**config.mk**
```make
export PLATFORM = sky130hd
export DESIGN_NAME = base64_stream_encoder
export DESIGN_NICKNAME = d
export VERILOG_FILES = /design/src/design/b64e_pkg.sv /design/src/design/b64e_front.sv /design/src/design/b64e_queue.sv /design/src/design/b64e_back.sv /design/src/design/base64_stream_encoder.sv
export SDC_FILE = /design/constraint.sdc
export NUM_CORES = 1
export LEC_CHECK = 0
export ABC_AREA = 0
export BUFFER_PORTS_ARGS = -buffer_cell sky130_fd_sc_hd__buf_2
export CORE_UTILIZATION = 40
export DETAILED_ROUTE_END_ITERATION = 8
export PLACE_DENSITY = 0.59
export SLEW_MARGIN = 25
export SYNTH_ARGS = -nofsm -noshare
export SYNTH_HDL_FRONTEND = slang
export SYNTH_HIERARCHICAL = 1
export SYNTH_SLANG_ARGS = --single-unit
```
**constraint.sdc**
```tcl
create_clock -name clk -period 3.52 [get_ports clk]
set_clock_uncertainty 0.05 [all_clocks]
set_input_delay 0.352 -clock clk [delete_from_list [all_inputs] [get_ports clk]]
set_output_delay 0.352 -clock clk [all_outputs]
set_load 0.01 [all_outputs]
```
**src/design/b64e_pkg.sv**
```systemverilog
`timescale 1ns / 1ps
// ============================================================================
// b64e_pkg: shared types, constants and the character table for the encoder
// Holds the job record passed from the front end to the back end through the
// job queue, the group phase encoding and the sextet-to-ASCII mapping.
// ============================================================================
package b64e_pkg;

    // Default depth of the job queue between front and back end
    localparam int B64E_QUEUE_DEPTH = 4;

    // Characters per job at most (two data, two padding)
    localparam int B64E_JOB_CHARS = 4;

    // ASCII '=' used for padding
    localparam logic [6:0] PAD_CHAR = 7'h3D;

    // Bytes already taken in the current group of three
    typedef enum logic [1:0] {
        PH_0 = 2'd0,
        PH_1 = 2'd1,
        PH_2 = 2'd2
    } b64e_phase_t;

    // One classified input byte: the characters it produces
    typedef struct packed {
        logic [B64E_JOB_CHARS-1:0][5:0] sextet;   // data value per slot
        logic [B64E_JOB_CHARS-1:0]      pad;      // slot is '=' padding
        logic [1:0]                     last_idx; // index of final slot
        logic                           eom;      // job closes a message
    } b64e_job_t;

    // Queue status toward front and back end
    typedef struct packed {
        logic full;
        logic empty;
    } b64e_qstat_t;

    // Standard alphabet: A-Z, a-z, 0-9, '+', '/'
    function automatic logic [6:0] b64e_sextet_char(input logic [5:0] v);
        logic [6:0] ch;
        if (v < 6'd26) begin
            ch = 7'h41 + {1'b0, v};
        end
        else if (v < 6'd52) begin
            ch = 7'h61 + {1'b0, v - 6'd26};
        end
        else if (v < 6'd62) begin
            ch = 7'h30 + {1'b0, v - 6'd52};
        end
        else if (v == 6'd62) begin
            ch = 7'h2B;
        end
        else begin
            ch = 7'h2F;
        end
        return ch;
    endfunction

endpackage

```
**src/design/b64e_front.sv**
```systemverilog
`timescale 1ns / 1ps
// ============================================================================
// b64e_front: byte intake and classification
// Accepts one byte per transfer, tracks the group phase and leftover bits,
// and turns each byte into a job of one to four characters for the queue.
// ============================================================================
module b64e_front (
    input  logic                clk,
    input  logic                rst_n,
    input  logic                byte_valid,
    output logic                byte_stall,
    input  logic [7:0]          data_byte,
    input  logic                end_of_message,
    input  b64e_pkg::b64e_qstat_t qstat,
    output logic                push,
    output b64e_pkg::b64e_job_t push_job
);
    import b64e_pkg::*;

    b64e_phase_t phase_reg, phase_next;
    logic [3:0]  left_reg, left_next;

    // Intake: take a byte whenever the queue has room
    assign byte_stall = qstat.full;
    assign push       = byte_valid && !qstat.full;

    // Phase and leftover registers
    always_ff @(posedge clk or negedge rst_n)
    begin
        if (!rst_n)
        begin
            phase_reg <= PH_0;
            left_reg  <= 4'd0;
        end
        else if (push)
        begin
            phase_reg <= phase_next;
            left_reg  <= left_next;
        end
    end

    // Classification: characters of this byte, flush on end of message
    always_comb
    begin
        push_job          = '0;
        phase_next        = PH_0;
        left_next         = 4'd0;
        unique case (phase_reg)
            PH_1:
            begin
                push_job.sextet[0] = {left_reg[1:0], data_byte[7:4]};
                if (end_of_message)
                begin
                    push_job.sextet[1] = {data_byte[3:0], 2'b00};
                    push_job.pad[2]    = 1'b1;
                    push_job.last_idx  = 2'd2;
                end
                else
                begin
                    phase_next = PH_2;
                    left_next  = data_byte[3:0];
                end
            end
            PH_2:
            begin
                // group complete: two characters, phase back to zero
                push_job.sextet[0] = {left_reg, data_byte[7:6]};
                push_job.sextet[1] = data_byte[5:0];
                push_job.last_idx  = 2'd1;
            end
            default:
            begin
                push_job.sextet[0] = data_byte[7:2];
                if (end_of_message)
                begin
                    push_job.sextet[1] = {data_byte[1:0], 4'b0000};
                    push_job.pad[2]    = 1'b1;
                    push_job.pad[3]    = 1'b1;
                    push_job.last_idx  = 2'd3;
                end
                else
                begin
                    phase_next = PH_1;
                    left_next  = {2'b00, data_byte[1:0]};
                end
            end
        endcase
        push_job.eom = end_of_message;
    end

endmodule

```
**src/design/b64e_queue.sv**
```systemverilog
`timescale 1ns / 1ps
// ============================================================================
// b64e_queue: job queue between front and back end
// Small first-in first-out register file of classified jobs; lets the intake
// and the character output stall independently.
// ============================================================================
module b64e_queue #(
    parameter int DEPTH = b64e_pkg::B64E_QUEUE_DEPTH
) (
    input  logic                  clk,
    input  logic                  rst_n,
    input  logic                  push,
    input  b64e_pkg::b64e_job_t   push_job,
    input  logic                  pop,
    output b64e_pkg::b64e_job_t   head_job,
    output b64e_pkg::b64e_qstat_t qstat
);
    import b64e_pkg::*;

    localparam int PTR_W = (DEPTH > 1) ? $clog2(DEPTH) : 1;
    localparam int CNT_W = $clog2(DEPTH + 1);

    b64e_job_t        store_reg [DEPTH];
    logic [PTR_W-1:0] wr_ptr_reg, wr_ptr_next;
    logic [PTR_W-1:0] rd_ptr_reg, rd_ptr_next;
    logic [CNT_W-1:0] count_reg, count_next;

    // Pointer wrap and occupancy
    always_comb
    begin
        wr_ptr_next = (wr_ptr_reg == PTR_W'(DEPTH - 1)) ? '0 : wr_ptr_reg + 1'b1;
        rd_ptr_next = (rd_ptr_reg == PTR_W'(DEPTH - 1)) ? '0 : rd_ptr_reg + 1'b1;
        count_next  = count_reg;
        if (push && !pop)
        begin
            count_next = count_reg + 1'b1;
        end
        else if (pop && !push)
        begin
            count_next = count_reg - 1'b1;
        end
    end

    // Control registers
    always_ff @(posedge clk or negedge rst_n)
    begin
        if (!rst_n)
        begin
            wr_ptr_reg <= '0;
            rd_ptr_reg <= '0;
            count_reg  <= '0;
        end
        else
        begin
            if (push)
            begin
                wr_ptr_reg <= wr_ptr_next;
            end
            if (pop)
            begin
                rd_ptr_reg <= rd_ptr_next;
            end
            count_reg <= count_next;
        end
    end

    // Job storage
    always_ff @(posedge clk)
    begin
        if (push)
        begin
            store_reg[wr_ptr_reg] <= push_job;
        end
    end

    assign head_job    = store_reg[rd_ptr_reg];
    assign qstat.full  = (count_reg == CNT_W'(DEPTH));
    assign qstat.empty = (count_reg == '0);

endmodule

```
**src/design/b64e_back.sv**
```systemverilog
`timescale 1ns / 1ps
// ============================================================================
// b64e_back: character output
// Walks the head job's slots, one character per cycle unless stalled, maps
// sextets to the base64 alphabet and holds the result in the output register.
// ============================================================================
module b64e_back (
    input  logic                  clk,
    input  logic                  rst_n,
    input  b64e_pkg::b64e_job_t   head_job,
    input  b64e_pkg::b64e_qstat_t qstat,
    output logic                  pop,
    output logic                  char_valid,
    input  logic                  char_stall,
    output logic [6:0]            out_char,
    output logic                  last_char
);
    import b64e_pkg::*;

    logic [1:0] idx_reg, idx_next;
    logic       valid_reg, valid_next;
    logic [6:0] char_reg, char_next;
    logic       last_reg, last_next;
    logic       load;
    logic       at_last;

    // Load a new character when the output register is free or draining
    assign load    = !qstat.empty && (!valid_reg || !char_stall);
    assign at_last = (idx_reg == head_job.last_idx);
    assign pop     = load && at_last;

    // Slot walk and character mapping
    always_comb
    begin
        idx_next   = idx_reg;
        valid_next = valid_reg && char_stall;
        char_next  = head_job.pad[idx_reg] ? PAD_CHAR
                                           : b64e_sextet_char(head_job.sextet[idx_reg]);
        last_next  = head_job.eom && at_last;
        if (load)
        begin
            valid_next = 1'b1;
            idx_next   = at_last ? 2'd0 : idx_reg + 2'd1;
        end
    end

    // Control registers
    always_ff @(posedge clk or negedge rst_n)
    begin
        if (!rst_n)
        begin
            idx_reg   <= 2'd0;
            valid_reg <= 1'b0;
        end
        else
        begin
            idx_reg   <= idx_next;
            valid_reg <= valid_next;
        end
    end

    // Output payload
    always_ff @(posedge clk)
    begin
        if (load)
        begin
            char_reg <= char_next;
            last_reg <= last_next;
        end
    end

    assign char_valid = valid_reg;
    assign out_char   = char_reg;
    assign last_char  = last_reg;

endmodule

```
**src/design/base64_stream_encoder.sv**
```systemverilog
`timescale 1ns / 1ps
// ============================================================================
// base64_stream_encoder: streaming base64 encoder with '=' padding
// Byte intake and classification, job queue, and character output.
// ============================================================================
// One byte enters per byte transfer and leaves as one to four characters of
// the standard alphabet, one character per cycle from the output register
// while char_stall is low and the job queue holds a job. A byte is taken in
// the cycle it arrives as long as the job queue has room; a full group of
// three bytes yields four characters and a last byte two to four.
// Throughput is set by the single output character register; the queue
// (QUEUE_DEPTH jobs) absorbs bursts on either side. last_char marks the
// final character of each message, after which the next byte starts a new
// group. QUEUE_DEPTH must be at least 2.
module base64_stream_encoder #(
    parameter int QUEUE_DEPTH = b64e_pkg::B64E_QUEUE_DEPTH
) (
    input  logic       clk,
    input  logic       rst_n,
    input  logic       byte_valid,
    output logic       byte_stall,
    input  logic [7:0] data_byte,
    input  logic       end_of_message,
    output logic       char_valid,
    input  logic       char_stall,
    output logic [6:0] out_char,
    output logic       last_char
);
    import b64e_pkg::*;

    b64e_job_t   push_job;
    b64e_job_t   head_job;
    b64e_qstat_t qstat;
    logic        push;
    logic        pop;

    // Front end
    b64e_front u_front (
        .clk            (clk),
        .rst_n          (rst_n),
        .byte_valid     (byte_valid),
        .byte_stall     (byte_stall),
        .data_byte      (data_byte),
        .end_of_message (end_of_message),
        .qstat          (qstat),
        .push           (push),
        .push_job       (push_job)
    );

    // Job queue
    b64e_queue #(
        .DEPTH (QUEUE_DEPTH)
    ) u_queue (
        .clk      (clk),
        .rst_n    (rst_n),
        .push     (push),
        .push_job (push_job),
        .pop      (pop),
        .head_job (head_job),
        .qstat    (qstat)
    );

    // Back end
    b64e_back u_back (
        .clk        (clk),
        .rst_n      (rst_n),
        .head_job   (head_job),
        .qstat      (qstat),
        .pop        (pop),
        .char_valid (char_valid),
        .char_stall (char_stall),
        .out_char   (out_char),
        .last_char  (last_char)
    );

`ifndef ASSERT_OFF
    // Queue cannot be full and empty at once
    a_qstat_excl : assert property (@(posedge clk) disable iff (!rst_n)
        !(qstat.full && qstat.empty))
        else $error("job queue full and empty together");

    // Back end never retires a job from an empty queue
    a_pop_nonempty : assert property (@(posedge clk) disable iff (!rst_n)
        pop |-> !qstat.empty)
        else $error("job retired from empty queue");

    // Padding only appears in jobs that close a message
    a_pad_eom : assert property (@(posedge clk) disable iff (!rst_n)
        (push && (push_job.pad != '0)) |-> push_job.eom)
        else $error("padding in a job without end of message");

    // A closing job always flushes at least two characters
    a_eom_len : assert property (@(posedge clk) disable iff (!rst_n)
        (push && push_job.eom) |-> (push_job.last_idx != 2'd0))
        else $error("end of message job too short");
`endif

endmodule
```
==> results.toml <==
[outcome]
status = "finished clean"

[cts]
clkSinkCount = 148
clock_latency_ns = 0.41
htree_levels = 4
numCtsBuffers = 17
clockRootBuffer = "clkbuf_16"
clockBufferDepth = 2
clk_pin_slew_ns = 0.06
cts_tree = "yes"

[sta]
slew_headroom_pct = 52.0
setup_tns_ns = 0
rsz0062_at_grt = "false"
finalMaxSlewViolations = 0
worst_pin_slew_ns = 0.712
whs_ns = 0.124
period_share_pct = 94.6
finalCriticalPeriod_ns = 3.33
final_hold_viol_count = 0
fmax_mhz = 300
setup_violations = 0

[logic_synthesis]
synthFlopType = "edfxtp_1"
yosys_warnings = 6
postSynthAreaPerCell_um2 = 17.0
yosysSeqAreaShare_pct = 64.1
syn_inst = 400
synth-edff-count = 132
synth.distinct_cells = 52
syn_area_um2 = 6810
ys_ff_latch = 148
async_reset_ff_share_pct = 10.8

[critical_path]
cp_max_fo = 13
cp.required_ns = 3.63
cp.arrival_ns = 3.44
cp-end-kind = "flop"
start_kind = "flop"
path_class = "reg -> reg"
reg2reg_depth = 11

[detailed_routing]
drcViolationCount = 0
drt_iter0_markers = 211
wl_per_cell_um = 17.8
wirelength_um = 12000
dr.pass1.iters = 6
vias = 3457
viasPerCell = 5.15
ant_nets = 0

[placed_design]
gp_congestion = 0.838
hpwl_um = 7710
port_buffers = 22

[global_route]
grt_pass1_wl_um = 19800
grt-ovfl-total = 0
grt_max_degree = 32
grt_pass1_vias = 3651
antenna_found_initial = 0
grt_util_all_layers_pct = 15.2

[cells_and_area]
n_antenna_cell = 0
layout_common_cells = "132 x edfxtp_1, 33 x mux4_2, 22 x buf_2, 20 x ha_1, 19 x nand2_1"
largest_reg_flops = 124
nNetsFinal = 472
area_delta_synth_final_pct = 13.5
layout_commonest_cell = "edfxtp_1"
drive_gt1_share_pct = 24.4

[floorplan]
ios = 23
rows = 47
dieArea_um2 = 17600
die_h_um = 132
die_x_um = 132
start_util_pct = 41.1
core_area_um2 = 16600

[min_path]
holdCritPathClass = "in -> reg"
whs_path_depth = 3

[flow_run]
drv_cap = 0

[power]
powerDensity_nw_per_um2 = 1040
p_leak_uw = 0.00273
vdd_drop_max_mv = 0.465
==> final cells by class <==
class / instances / area, um2
fillers: 1440 / 8860
flip-flops and latches: 148 / 4370
clock buffers: 23 / 468
clock inverters: 9 / 120
multi-input cells: 215 / 2180
inverters: 17 / 63.8
well taps: 220 / 275
repair buffers: 39 / 253
==> what timing repair did <==
| item | CTS | global route |
|---|---|---|
| hold endpoints to repair | 16 | 0 |
| hold buffers | 1 | 0 |
| buffers inserted | 0 | 0 |
| gates resized for setup | 0 | 2 |
| endpoints found under the setup margin | 0 | 1 |
==> through the flow <==
step | power, uW | cells | util (%) | worst slack [ns] | area [um2]
2_1_floorplan | 5460 | 413 | - | 0.281 | 6860
3_5_place_dp | 6280 | 638 | 42.9 | 0.161 | 7110
3_3_place_gp | 6210 | 638 | 42.9 | 0.225 | 7110
5_1_grt | 8570 | 671 | 46.6 | 0.00207 | 7730
4_1_cts | 8080 | 671 | 46.5 | 0.151 | 7710
6_report | 8030 | 671 | 46.6 | 0.189 | 7730
==> Yosys cell counts (2+ instances only) <==
master     number  area (um2)
o2bb2ai_1       4        35.0
nand2b_1        4        25.0
nor2_1         11        41.3
nand4b_1        2        17.5
xnor2_1         5        43.8
edfxtp_1      132        3960
buf_12          3        60.1
o221ai_2        2        30.0
nand3b_1        7        52.6
buf_6           3        33.8
o21ai_0        16        80.1
mux2i_1         3        30.0
buf_4          16         120
inv_1          17        63.8
ha_1           20         250
nor2b_1         3        18.8
a22oi_1         7        52.6
xor2_1          8        70.1
a32oi_1         2        17.5
mux4_2         33         743
a21o_1          2        15.0
dfrtp_1        16         400
and2_1          8        50.1
nor3_1          3        15.0
buf_2          10        50.1
mux2_2          4        45.0
mux4_1          5         131
nor3b_1         2        15.0
nand2_1        19        71.3
nand3_1         7        35.0
a21oi_1         5        25.0
==> cells by family (layout without fill, tap and decap cells) <==
| kind of cell | count (synthesis) | count (layout) | synth area share [%] |
|---|---|---|---|
| DFF | 148 | 148 | 64.1 |
| and+or+nand+nor | 72 | 72 | 5.75 |
| buffers and inverters | 50 | 88 | 4.87 |
| AOI/OAI and AO/OA | 48 | 48 | 5.02 |
| muxes | 45 | 45 | 13.9 |
| adders and majority gates | 21 | 21 | 3.97 |
| xor gates and xnor gates | 15 | 15 | 2.32 |
| other | 1 | 14 | 0.0551 |
==> layer usage <==
metal | routed length (um) | vias to the layer above | global-route usage [%]
met4 | 212 | 0 | 5.56
met5 | 0 | - | 0
met3 | 406 | 16 | 4.60
met1 | 5440 | 1758 | 19.2
li1 | - | 1613 | -
met2 | 5910 | 70 | 24.9
==> path summary, 6_finish.rpt <==
kind,to,startpoint,slack (ns)
max in group asynchronous,u_queue/rd_ptr_reg[0]$_DFFE_PN0P_,rst_n,2.76
worst max register to register,u_back/out_char[5]$_SDFFCE_PP1P_,u_queue/rd_ptr_reg[0]$_DFFE_PN0P_,0.19
worst max-delay path,u_back/out_char[5]$_SDFFCE_PP1P_,u_queue/rd_ptr_reg[0]$_DFFE_PN0P_,0.19
worst min-delay path,u_back/char_valid$_DFF_PN0_,char_stall,0.12
min in group asynchronous,u_front/left_reg[1]$_DFFE_PN0P_,rst_n,0.35
worst min register to register,u_queue/count_reg[2]$_DFFE_PN0P_,u_queue/count_reg[2]$_DFFE_PN0P_,0.44
==> where the power goes <==
group	internal (uW)	switching [uW]	leakage (uW)
Sequential	2510	155	0.00142
Clock	1090	682	0.000283
Combinational	1630	1970	0.00103
==> critical path: stages (launching register included) <==
cell	delay, ns
dfrtp_2	0.40
buf_12	0.18
mux4_2	0.51
mux4_2	0.52
inv_1	0.15
ha_1	0.19
nand2_1	0.09
o221ai_4	0.26
xnor2_2	0.14
o221ai_2	0.16
o311ai_1	0.13
a221o_1	0.30
No activity file was read; power rests on OpenSTA's default activity.
